===== config.mk =====
export PLATFORM = sky130hd
export DESIGN_NAME = iosa_dpmem
export DESIGN_NICKNAME = d
export VERILOG_FILES = /design/src/rtl/core/iosa_dpmem.sv
export SDC_FILE = /design/constraint.sdc
export NUM_CORES = 2
export LEC_CHECK = 0
export BUFFER_PORTS_ARGS = -buffer_cell sky130_fd_sc_hd__buf_2
export CAP_MARGIN = 30
export CELL_PAD_IN_SITES_DETAIL_PLACEMENT = 0
export CELL_PAD_IN_SITES_GLOBAL_PLACEMENT = 1
export CORE_MARGIN = 2
export CORE_UTILIZATION = 33
export DETAILED_ROUTE_END_ITERATION = 6
export PLACE_DENSITY_LB_ADDON = 0.1
export SYNTH_ARGS = -nofsm -noshare
export SYNTH_HDL_FRONTEND = slang
export SYNTH_SLANG_ARGS = --single-unit

===== constraint.sdc =====
create_clock -name clk -period 7.1 [get_ports clk]
set_clock_uncertainty 0.2 [all_clocks]
set_input_delay 0.355 -clock clk [delete_from_list [all_inputs] [get_ports clk]]
set_output_delay 0.355 -clock clk [all_outputs]
set_load 0.005 [all_outputs]

===== src/rtl/core/iosa_dpmem.sv =====
// ----------------------------------------------------------------------------
// iosa_dpmem
// DP row ring store: one write port, two registered read ports.
// ----------------------------------------------------------------------------
module iosa_dpmem #(
  parameter int DEPTH = 195,
  parameter int AW    = 8
) (
  input  logic          clk,
  input  logic          we,
  input  logic [AW-1:0] waddr,
  input  logic [15:0]   wdata,
  input  logic [AW-1:0] ra_addr,
  output logic [15:0]   ra_data,
  input  logic [AW-1:0] rb_addr,
  output logic [15:0]   rb_data
);

  logic [15:0] mem [DEPTH];

  always_ff @(posedge clk) begin
    if (we) begin
      mem[waddr] <= wdata;
    end
    ra_data <= mem[ra_addr];
    rb_data <= mem[rb_addr];
  end

endmodule


Yosys cells after proc, flatten, opt, wreduce, memory -nomap -nowiden
Memory sizes are Yosys's and may differ from the RTL's. A register that Yosys moved wholly into a read port is not among the register bits.
Index checks and enable logic that the tools add are counted.

storage, ports and cells
  register bits after elaboration = 0
  memory bits (writable) = 3120
  input bits = 42
  output and inout port bits = 32
  word-level logic and storage cells = 3
  memories kept = 1

cells by class
  multiplexer cells = 2

memories
  memory  depth  width  rd ports  clocked after Yosys merged registers in  wr ports  RTL line  text
  mem     195    16     2         2                                        1         19        logic [15:0] mem [DEPTH];

operators with widths
  kind              count
  2-to-1 mux 1 bit  2

Longest topological paths before layout
  word-level depth = 2
  gate-level depth with buffers = 13
  mapped depth without buffers = 6

Worst setup path after synthesis
Ideal clock, no wire load.

  path kind = input port to flip-flop
  start point = in ra_addr[0]
  end point = reg ra_data[8], read port of mem
  library setup time = 0.136 ns
  arrival = 2.614 ns
  required time = 6.764 ns
  setup slack = 4.150 ns
  stages = 9
  buffers on the path = 4
  path through = buf_6 -> buf_6 -> buf_4 -> buf_2 -> mux4_2 -> mux4_2 -> a22o_1 -> a221oi_1 -> o311ai_1

RTL lines
  what                RTL line  text
  start: declaration  13        input logic [AW-1:0] ra_addr,
  end: declaration    14        output logic [15:0] ra_data,

==> results.sh <==
export IMPL_fmax_mhz=251.8
export IMPL_initial_cell_density_of_the_core_pct=33.18
export IMPL_detail_route_wirelength_mm=572.3
export IMPL_clock_sinks=3152
export IMPL_regArea_um2=94330
export IMPL_final_max_slew_violation_count=0
export IMPL_postLayoutSetupSlackWorst_ns=3.129
export IMPL_grtUsageTotal_pct=25.43
export IMPL_fraction_of_synthesis_flops_using_an_asynchronous_set_or_reset_pin_pct=0
export IMPL_synth_edff_count=3120
export IMPL_cts_setup_buffers=0
export IMPL_fillerInstances=39610
export IMPL_first_global_vias=81530
export IMPL_drc=0
export IMPL_path_clk_slew_ns=0.06
export IMPL_commonest_cells_post_synth="3,120 x sky130_fd_sc_hd__edfxtp_1, 1,747 x sky130_fd_sc_hd__mux4_2, 256 x sky130_fd_sc_hd__nor2_1"
export IMPL_mappedNetlistNets=6843
export IMPL_mappedNetlistArea_um2=145500
export IMPL_worstPathArrival_ns=4.64
export IMPL_vias_per_cell=6.069
export IMPL_synth_top_cells_by_area="sky130_fd_sc_hd__edfxtp_1 64%, sky130_fd_sc_hd__mux4_2 27%, sky130_fd_sc_hd__mux2i_1 1.5%, sky130_fd_sc_hd__nor2_1 0.66%, sky130_fd_sc_hd__buf_2 0.61%"
export IMPL_seq_area_frac_synth_pct=64.84
export IMPL_numCtsBuffers=364
export IMPL_drtAntennaViolNets=0
export IMPL_synth_most_common_cell="sky130_fd_sc_hd__edfxtp_1"
export IMPL_path_max_fanout=88
export IMPL_drt_iter0_drc=10840
export IMPL_status="completed"
export IMPL_htreeDepth=5
export IMPL_routabilityCongestion=0.8923
export IMPL_relSlewSlack_pct=22.71
export IMPL_worst_endpoint_required_ns=7.77
export IMPL_place_worst_setup_slack_ns=2.207
export IMPL_min_period_over_period_pct=55.93
export IMPL_setup_violations=0
export IMPL_num_io_pins=74
export IMPL_timing_final_crit_period_ns=3.971
export IMPL_worst_skew_pair_late_latency_ns=1.04
export IMPL_unique_cell_type_count_in_the_yosys_netlist=68
export IMPL_hold_violations=0
export IMPL_grt_antenna_before_repair=68
export IMPL_unrepaired_setup_endpoints_after_global_routing="false"
export IMPL_clock_buffer_depth=4
export IMPL_fin_total_pwr_w=0.04281
export IMPL_power_density_nw_per_um2=255.4
export IMPL_static_leakage_power_nw=51.33
export IMPL_detailedRoute_firstPassIterationCount=6
export IMPL_cts_tree="yes"
export IMPL_timing_critical_path_from_type="input port"
export IMPL_grt_overflow=0
export IMPL_die_area_um2=446200
export IMPL_timing_setup_critical_path_class="in -> reg"
export IMPL_post_synth_top_area_cell="sky130_fd_sc_hd__edfxtp_1"
export IMPL_vert_die_dim_um=668.0
export IMPL_port_buffers=73
export IMPL_yosys_warnings=0
export IMPL_nets=7234
export IMPL_postSynthAreaPerCell_um2=21.39
export IMPL_rows=243
export IMPL_die_w_um=668.0
export IMPL_clock_tree_root_cell="sky130_fd_sc_hd__clkbuf_16"
export IMPL_timing_setup_tns_ns=0
export IMPL_multiInputGateArea_um2=49190
export IMPL_core_area_um2=438400
export IMPL_post_route_cells_drive_above_1_share_pct=41.03
export IMPL_synth_top_cell_area_share_pct=64.40
export IMPL_end_kind="flop"
export IMPL_area_added_between_synthesis_and_finish_pct=15.21
export IMPL_ys_flop_type="sky130_fd_sc_hd__edfxtp_1"
export IMPL_wl_per_cell_um=42.74
export IMPL_min_delay_path_class="in -> reg"
export IMPL_vdd_drop_max_uv=199.7
export IMPL_synth_cells=6801
export IMPL_max_cap_violations=0
export IMPL_place_detailed_hpwl_mm=366.7
export IMPL_via_count=81270
export IMPL_postSynthRegisterBits=3152
export IMPL_grt_pass1_wl_mm=764.3
export IMPL_grt_start_max_net_pins=141
export IMPL_timing_worst_slew_pin_value_ns=1.159
-- worst paths after layout --
kind / start / endpoint / slack (ns) / cells past startpoint
max: ra_addr[1] / ra_data[6] / 3.13 / 8
min: we / mem[66][12] / 0.1 / 4
max reg2reg: mem[93][15] / ra_data[15] / 3.63 / 7
min reg2reg: mem[194][5] / ra_data[5] / 0.61 / 2
-- layout by cell type, fill, tap and decap left out, types with 12 or more instances in the layout --
| cell type | count |
|---|---|
| sky130_fd_sc_hd__a211oi_1 | 64 |
| sky130_fd_sc_hd__nand2_1 | 117 |
| sky130_fd_sc_hd__o22ai_1 | 65 |
| sky130_fd_sc_hd__nor2b_1 | 57 |
| sky130_fd_sc_hd__clkinv_2 | 52 |
| sky130_fd_sc_hd__nor2_2 | 153 |
| sky130_fd_sc_hd__clkbuf_1 | 84 |
| sky130_fd_sc_hd__o211ai_1 | 15 |
| sky130_fd_sc_hd__clkinv_1 | 84 |
| sky130_fd_sc_hd__nand3_1 | 34 |
| sky130_fd_sc_hd__mux2i_1 | 223 |
| sky130_fd_sc_hd__a22o_1 | 17 |
| sky130_fd_sc_hd__o221ai_1 | 15 |
| sky130_fd_sc_hd__nor3_1 | 39 |
| sky130_fd_sc_hd__buf_12 | 49 |
| sky130_fd_sc_hd__buf_6 | 25 |
| sky130_fd_sc_hd__edfxtp_1 | 3120 |
| sky130_fd_sc_hd__clkbuf_16 | 375 |
| sky130_fd_sc_hd__dfxtp_1 | 32 |
| sky130_fd_sc_hd__nand2b_1 | 19 |
| sky130_fd_sc_hd__a21oi_1 | 65 |
| sky130_fd_sc_hd__nor2_4 | 48 |
| sky130_fd_sc_hd__buf_4 | 399 |
| sky130_fd_sc_hd__dlygate4sd3_1 | 27 |
| sky130_fd_sc_hd__nor2_1 | 55 |
| sky130_fd_sc_hd__a221oi_1 | 12 |
| sky130_fd_sc_hd__bufinv_16 | 24 |
| sky130_fd_sc_hd__a22oi_1 | 77 |
| sky130_fd_sc_hd__buf_2 | 54 |
| sky130_fd_sc_hd__mux2_2 | 50 |
| sky130_fd_sc_hd__nor4_1 | 16 |
| sky130_fd_sc_hd__o21ai_0 | 28 |
| sky130_fd_sc_hd__diode_2 | 31 |
| sky130_fd_sc_hd__mux4_2 | 1747 |
-- per-layer routing --
layer | vias up | wire [µm] | track usage (%)
met5 | - | 123 | 0
met4 | 20 | 22010 | 8.621
met3 | 737 | 41640 | 4.512
met2 | 3687 | 265300 | 39.69
met1 | 45920 | 243300 | 36.00
li1 | 30910 | - | -
-- sequential cells by signal (all words and copies together), names as in the netlist --
| signal | flops |
|---|---|
| mem | 3120 |
| rb_data | 16 |
| ra_data | 16 |
-- cell type report --
cell class | instances | share of cell area [%]
Antenna cell | 31 | 0.04628
Clock buffer | 464 | 5.828
Clock inverter | 189 | 1.015
Inverter | 3 | 0.01120
Multi-Input combinational cell | 3097 | 29.35
Sequential cell | 3152 | 56.28
Tap cell | 5880 | 4.390
Timing Repair Buffer | 574 | 3.080
-- through the flow --
step | instance area (µm²) | std cells | util, % | hold slack, ns
detailed placement | 155600 | 12670 | 35.50 | 0.5147
finish | 167600 | 13390 | 38.23 | 0.09989
global route | 167600 | 13380 | 38.22 | 0.04936
CTS | 167400 | 13350 | 38.17 | 0.03747
global placement | 155100 | 12630 | 35.38 | 0.4784
floorplan | 145500 | 6801 | - | 0.2539
-- logic make-up (layout without fill, tap and decap cells) --
logic type / after synthesis / in the layout / synth area share, %
buf+inv: 552 / 1230 / 1.961
mux: 2025 / 2025 / 29.01
compound gates: 448 / 448 / 2.182
simple gates: 624 / 624 / 2.009
flops: 3152 / 3152 / 64.84
other cells: 0 / 31 / 0
-- timing repair --
action	CTS	global route
hold endpoints to repair	1303	0
hold buffers	27	0
gates resized for setup	0	0
-- power breakdown --
part | internal (W) | switching (W) | leakage, nW
combinational | 0.00135 | 0.00233 | 17.4
clock | 0.0106 | 0.00791 | 5.57
sequential | 0.0205 | 0.000117 | 28.3
-- worst max-delay path, stage by stage --
cell	delay, ns
sky130_fd_sc_hd__buf_8	0.45
sky130_fd_sc_hd__buf_12	0.48
sky130_fd_sc_hd__buf_4	0.44
sky130_fd_sc_hd__mux4_2	0.36
sky130_fd_sc_hd__mux2_2	0.27
sky130_fd_sc_hd__a21oi_1	0.73
sky130_fd_sc_hd__o22ai_1	0.62
sky130_fd_sc_hd__or4_1	0.57
Power figures use the tool's default switching activity.
