`src/rtl/core/iosa_pkg.sv`:
```
// ----------------------------------------------------------------------------
// iosa_pkg
// Shared types, constants and helpers of the incremental OSA edit distance.
// ----------------------------------------------------------------------------
package iosa_pkg;

  localparam int IOSA_MAX_REF = 64;
  localparam logic [15:0] SAT_MAX = 16'hFFFF;

  typedef enum logic [1:0] {
    FN_LOAD    = 2'd0,
    FN_RESTART = 2'd1,
    FN_PUSH    = 2'd2
  } func_t;

  typedef enum logic [2:0] {
    CFG_REF_LENGTH  = 3'd0,
    CFG_INSERT_COST = 3'd1,
    CFG_DELETE_COST = 3'd2,
    CFG_SUBST_COST  = 3'd3,
    CFG_SWAP_COST   = 3'd4
  } cfg_idx_t;

  typedef enum logic [2:0] {
    ST_IDLE,
    ST_RESTART,
    ST_PUSH,
    ST_CHECK,
    ST_SCAN
  } state_t;

  // operands of one DP cell update
  typedef struct packed {
    logic        first;     // column zero
    logic        match;     // reference char equals target char
    logic        trans_ok;  // transposition applies
    logic [15:0] left;      // current row, column j-1
    logic [15:0] up;        // previous row, column j
    logic [15:0] diag;      // previous row, column j-1
    logic [15:0] back2;     // row two up, column j-2
    logic [3:0]  ins_cost;
    logic [3:0]  del_cost;
    logic [3:0]  sub_cost;
    logic [3:0]  swp_cost;
  } cell_in_t;

  function automatic logic [15:0] sat_add(input logic [15:0] a, input logic [3:0] b);
    logic [16:0] s;
    s = {1'b0, a} + {13'd0, b};
    return s[16] ? SAT_MAX : s[15:0];
  endfunction

  function automatic logic [15:0] min16(input logic [15:0] a, input logic [15:0] b);
    return (a < b) ? a : b;
  endfunction

endpackage

```
`src/rtl/core/iosa_cell.sv`:
```
// ----------------------------------------------------------------------------
// iosa_cell
// One DP cell: min of insertion, deletion, substitution and transposition.
// ----------------------------------------------------------------------------
module iosa_cell
  import iosa_pkg::*;
(
  input  cell_in_t    cin,
  output logic [15:0] value
);

  logic [15:0] ins_v, del_v, sub_v, swp_v, best;

  always_comb begin
    ins_v = sat_add(cin.left, cin.ins_cost);
    del_v = sat_add(cin.up, cin.del_cost);
    sub_v = sat_add(cin.diag, cin.match ? 4'd0 : cin.sub_cost);
    swp_v = sat_add(cin.back2, cin.swp_cost);
    best  = min16(min16(ins_v, del_v), sub_v);
    if (cin.trans_ok) begin
      best = min16(best, swp_v);
    end
    if (cin.first) begin
      value = sat_add(cin.up, 4'd1);
    end else begin
      value = best;
    end
  end

endmodule

```
`config.mk`:
```
export PLATFORM = sky130hd
export DESIGN_NAME = iosa_cell
export DESIGN_NICKNAME = d
export VERILOG_FILES = /design/src/rtl/core/iosa_pkg.sv /design/src/rtl/core/iosa_cell.sv
export SDC_FILE = /design/constraint.sdc
export NUM_CORES = 1
export LEC_CHECK = 0
export BUFFER_PORTS_ARGS = -buffer_cell sky130_fd_sc_hd__buf_2
export CELL_PAD_IN_SITES_DETAIL_PLACEMENT = 1
export CELL_PAD_IN_SITES_GLOBAL_PLACEMENT = 2
export CORE_ASPECT_RATIO = 2
export CORE_MARGIN = 2
export CORE_UTILIZATION = 33
export DETAILED_ROUTE_END_ITERATION = 8
export PLACE_DENSITY_LB_ADDON = 0.25
export SLEW_MARGIN = 20
export SYNTH_ARGS = -nofsm -noshare
export SYNTH_HDL_FRONTEND = slang
export SYNTH_SLANG_ARGS = --single-unit
```
`constraint.sdc`:
```
create_clock -name vclk -period 27.4
set_input_delay 2.74 -clock vclk [all_inputs]
set_output_delay 2.74 -clock vclk [all_outputs]
set_load 0.02 [all_outputs]
```
Word-level counts from Yosys, hierarchy flattened:

Index checks and enable logic that the tools add are counted.

* register bits: 0
* bits in latches: 0
* bits in writable memories: 0
* memory bits (read-only): 0
* input bits: 83
* output and inout port bits: 16
* word-level logic and storage cells: 19
* memories kept: 0

* add/subtract/negate cells: 5
* $mul: 0
* div/mod/pow operators: 0
* order comparisons: 3
* eq/ne operators: 0
* shifts and indexed selects: 0
* mux-type cells: 11
* bitwise operators: 0
* reductions and logical operators: 0

Operators by type and width (number)
* two-way mux 16 bit: 10
* adder 16 x 4 -> 17 bit: 4
* less-than comparator 16 bit: 3
* adder 16 x 1 -> 17 bit, second input constant: 1
* two-way mux 4 bit: 1

Logic depth before layout (Yosys ltp):

* word-level depth: 10
* depth in mapped cells: 36
* depth with buffers taken out: 36

Worst setup path after synthesis:

OpenSTA, ideal clock, no wires.

* kind: input port to output port
* start point: in cin[8] (netlist name)
* end point: out value[6]
* arrival: 10.073 ns
* required time: 24.660 ns
* path slack: 14.587 ns
* stages: 31
* buffers on the path: 3
* path through: ha_1 -> fa_1 -> a211oi_2 -> or4_1 -> nor2_1 -> clkbuf_1 -> or2_2 -> inv_1 -> ha_1 -> nand4_1 -> a31oi_1 -> nor3_1 -> nand2_2 -> mux2_2 -> inv_1 -> ha_1 -> a2111oi_0 -> a31o_2 -> and2_1 -> o31ai_4 -> buf_6 -> mux2_4 -> ha_1 -> and3_1 -> nand3_1 -> a2111oi_0 -> and2_1 -> a221o_1 -> a211oi_2 -> buf_2 -> a222oi_1

* word-level cells in the longest chain between the ends: 10

Ends and longest elaborated chain
* from (decl): line iosa_cell.sv:8 `input cell_in_t cin,`
* adder 16 x 4 -> 17 bit *: line iosa_pkg.sv:49 `s = {1'b0, a} + {13'd0, b};`
* two-way mux 16 bit *: line iosa_pkg.sv:50 `return s[16] ? SAT_MAX : s[15:0];`
* less-than comparator 16 bit: line iosa_pkg.sv:54 `return (a < b) ? a : b;`
* two-way mux 16 bit *: line iosa_pkg.sv:54
* less-than comparator 16 bit: line iosa_pkg.sv:54
* two-way mux 16 bit *: line iosa_pkg.sv:54
* less-than comparator 16 bit: line iosa_pkg.sv:54
* two-way mux 16 bit: line iosa_pkg.sv:54
* two-way mux 16 bit *: line iosa_cell.sv:20 `if (cin.trans_ok) begin`
* two-way mux 16 bit *: line iosa_cell.sv:23 `if (cin.first) begin`
* to (decl): line iosa_cell.sv:9 `output logic [15:0] value`

Every way passes the cells marked *; elsewhere a longest branch is shown, timed or not.

Final worst setup path:

* start point: in cin[48] (netlist name)
* end point: out value[8]

* word-level cells in the longest chain between the ends: 10
* elaborated cells between the ends (all ways): 12
* classes of those cells: add/sub: 2; order compare: 3; mux: 7

Ends and longest elaborated chain (line)
* adder 16 x 4 -> 17 bit: iosa_pkg.sv:49
* two-way mux 16 bit: iosa_pkg.sv:50
* less-than comparator 16 bit: iosa_pkg.sv:54
* two-way mux 16 bit: iosa_pkg.sv:54
* less-than comparator 16 bit: iosa_pkg.sv:54
* two-way mux 16 bit: iosa_pkg.sv:54
* less-than comparator 16 bit: iosa_pkg.sv:54
* two-way mux 16 bit: iosa_pkg.sv:54
* two-way mux 16 bit: iosa_cell.sv:20
* two-way mux 16 bit *: iosa_cell.sv:23

Marks and branches as above.

==> flow_summary.toml <==
[status]
status = "finished, final reports clean"

[cells_and_area]
seqCellArea_sq_um = 0
diodes = 0
nFillCells = 1537
nets = 793
clockBufferCount = 0
syn_to_final_growth_pct = 16.2
drive_gt1_frac = 0.199
seq_cells = 0
multi_input_area_sq_um = 3690

[setup_path]
crit_fanout = 24
crit_slowest_cell = "o31ai_4"
max_stage_delay_ns = 0.91
cp.arrival_ns = 12.09
worstSetupPathType = "input port to output pin"
path_common_cell = "ha_1"
end_kind = "output pin"
start_kind = "input port"
required_ns = 24.66

[global_routing]
gr-usage-all-layers = 0.220
grt_start_max_net_pins = 25
grt_pass1_wl_um = 22200
overflow = 0
antenna_found_initial = 0
grt_pass1_vias = 4501

[timing]
maxSlewViolCount = 0
rsz0062_at_grt = "no"
post-route-period-util = 0.541
max_freq_mhz = 67.4
tns_ns = 0
setup_ws_ns = 12.57
relSlewSlack = 0.287
worst_pin_slew_ns = 1.07
finalSetupViolCount = 0
hold_viol_final = 0
min_period_ns = 14.83

[place]
place.gp.congestion = 0.915
dpl.hpwl_um = 12600
pre_cts_ws_ns = 12.69
io_buffers = 99

[logic_synthesis]
syn_nets = 703
postSynthCellCount = 555
ys_warn_count = 0
netlist_area_sq_um = 3870
synthDistinctLibCells = 75
ys_seq_area_frac = 0
syn_area_per_cell_sq_um = 6.97

[route]
top_layer_used = "met4"
detail-route-antenna-nets = 0
drc = 0
vias = 4429
drt-pass1-iter-count = 4
routed-wl-met3_um = 428
wl_met1_um = 5870
vias_per_cell = 5.62
drtIter0Drc = 192
wl_per_cell_um = 17.8
met2_length_um = 7200
drt_wl_total_um = 14000

[power]
p_leak_nw = 2.12
power.density_nw_per_um2 = 29.2
vdd_ir_drop_max_mv = 0.0220

[cts]
postCtsSetupBuffers = 0
cts_resized = 0
holdBufCountCts = 0

[job]
max_cap_violations = 0

[die]
die_w_um = 80.6
rows = 56
fp.dieH_um = 157
start_util = 0.335
die_area_sq_um = 12700
coreArea_sq_um = 11600
ioPinCount = 99

[worst_hold_path]
hp-class = "input port to output pin"
## metrics by stage
| stage | total power, mW | cell area [sq um] | hold slack (ns) | instances | utilization |
|---|---|---|---|---|---|
| after floorplan | 0.0894 | 3870 | 5.67 | 555 | - |
| after global placement | 0.129 | 4490 | 5.97 | 788 | 0.388 |
| after detailed placement | 0.130 | 4490 | 5.98 | 788 | 0.388 |
| after CTS | 0.131 | 4490 | 5.98 | 788 | 0.388 |
| after global routing | 0.145 | 4500 | 6.01 | 788 | 0.389 |
| final | 0.131 | 4500 | 5.97 | 788 | 0.389 |
## cells in the final DEF (no fill, tap or decap), drive strengths merged, types with 4 or more instances in the layout
master	count
or2	4
o21a	7
nor2b	14
a21o	14
fa	4
nand4	17
nand3	36
buf	99
xor2	20
a31oi	7
a21oi	26
mux2i	13
nand2b	5
mux2	6
o21ai	31
inv	34
xnor2	25
and3	15
a211oi	8
nor3	13
ha	61
nand2	50
a221oi	8
and2	6
nor2	69
## area by class of cell
| cell class | count | share of cell area |
|---|---|---|
| Tap cell | 145 | 0.0403 |
| Timing Repair Buffer | 99 | 0.110 |
| Inverter | 34 | 0.0284 |
| Multi-Input combinational cell | 510 | 0.821 |
## per-layer routing
layer | global-route usage | vias to the layer above
met5 | 0 | -
met2 | 0.410 | 97
met3 | 0.00917 | 26
met1 | 0.265 | 2077
li1 | - | 2229
met4 | 0.0678 | 0
## power breakdown
part / internal (mW) / total (mW) / leakage (nW) / switching [mW]
logic: 0.0505 / 0.131 / 2.12 / 0.0807
clock network: 0 / 0 / 0 / 0
registers: 0 / 0 / 0 / 0
## synthesized netlist by cell type, types with 4 or more instances
| cell type | count | area share |
|---|---|---|
| a211oi_1 | 6 | 0.012 |
| a21o_1 | 14 | 0.027 |
| a21oi_1 | 25 | 0.032 |
| a221oi_1 | 8 | 0.018 |
| a31oi_1 | 7 | 0.011 |
| and2_1 | 6 | 0.0097 |
| and3_1 | 15 | 0.024 |
| clkbuf_1 | 4 | 0.0039 |
| fa_1 | 4 | 0.021 |
| ha_1 | 61 | 0.20 |
| inv_1 | 34 | 0.033 |
| mux2_2 | 5 | 0.015 |
| mux2i_1 | 13 | 0.034 |
| nand2_1 | 47 | 0.046 |
| nand2b_1 | 5 | 0.0081 |
| nand3_1 | 36 | 0.047 |
| nand4_1 | 17 | 0.027 |
| nor2_1 | 68 | 0.066 |
| nor2b_1 | 14 | 0.023 |
| nor3_1 | 11 | 0.014 |
| o21a_1 | 7 | 0.014 |
| o21ai_0 | 24 | 0.031 |
| o21ai_1 | 5 | 0.0065 |
| or2_2 | 4 | 0.0065 |
| xnor2_1 | 25 | 0.057 |
| xor2_1 | 20 | 0.045 |
## critical path, delay by kind of cell
kind / cells / cell delay (ns)
muxes: 2 / 0.97
AOI/OAI and AO/OA: 10 / 3.23
adders and majority gates: 5 / 1.42
and+or+nand+nor: 9 / 3.25
buffers and inverters: 3 / 0.45
## cell families (layout without fill, tap and decap cells)
| kind of cell | Yosys count | after routing | share of synthesized area |
|---|---|---|---|
| AOI/OAI and AO/OA | 135 | 135 | 0.255 |
| xor gates and xnor gates | 45 | 45 | 0.102 |
| adders and majority gates | 66 | 66 | 0.220 |
| buffers and inverters | 45 | 133 | 0.0482 |
| muxes | 19 | 19 | 0.0520 |
| and+or+nand+nor | 245 | 245 | 0.322 |
## final timing paths
path  slack, ns  endpoint  depth (start not counted)    start
max       12.57  value[8]                         29  cin[48]
min        5.97  value[0]                          4  cin[48]
(Power assumes the default switching activity.)
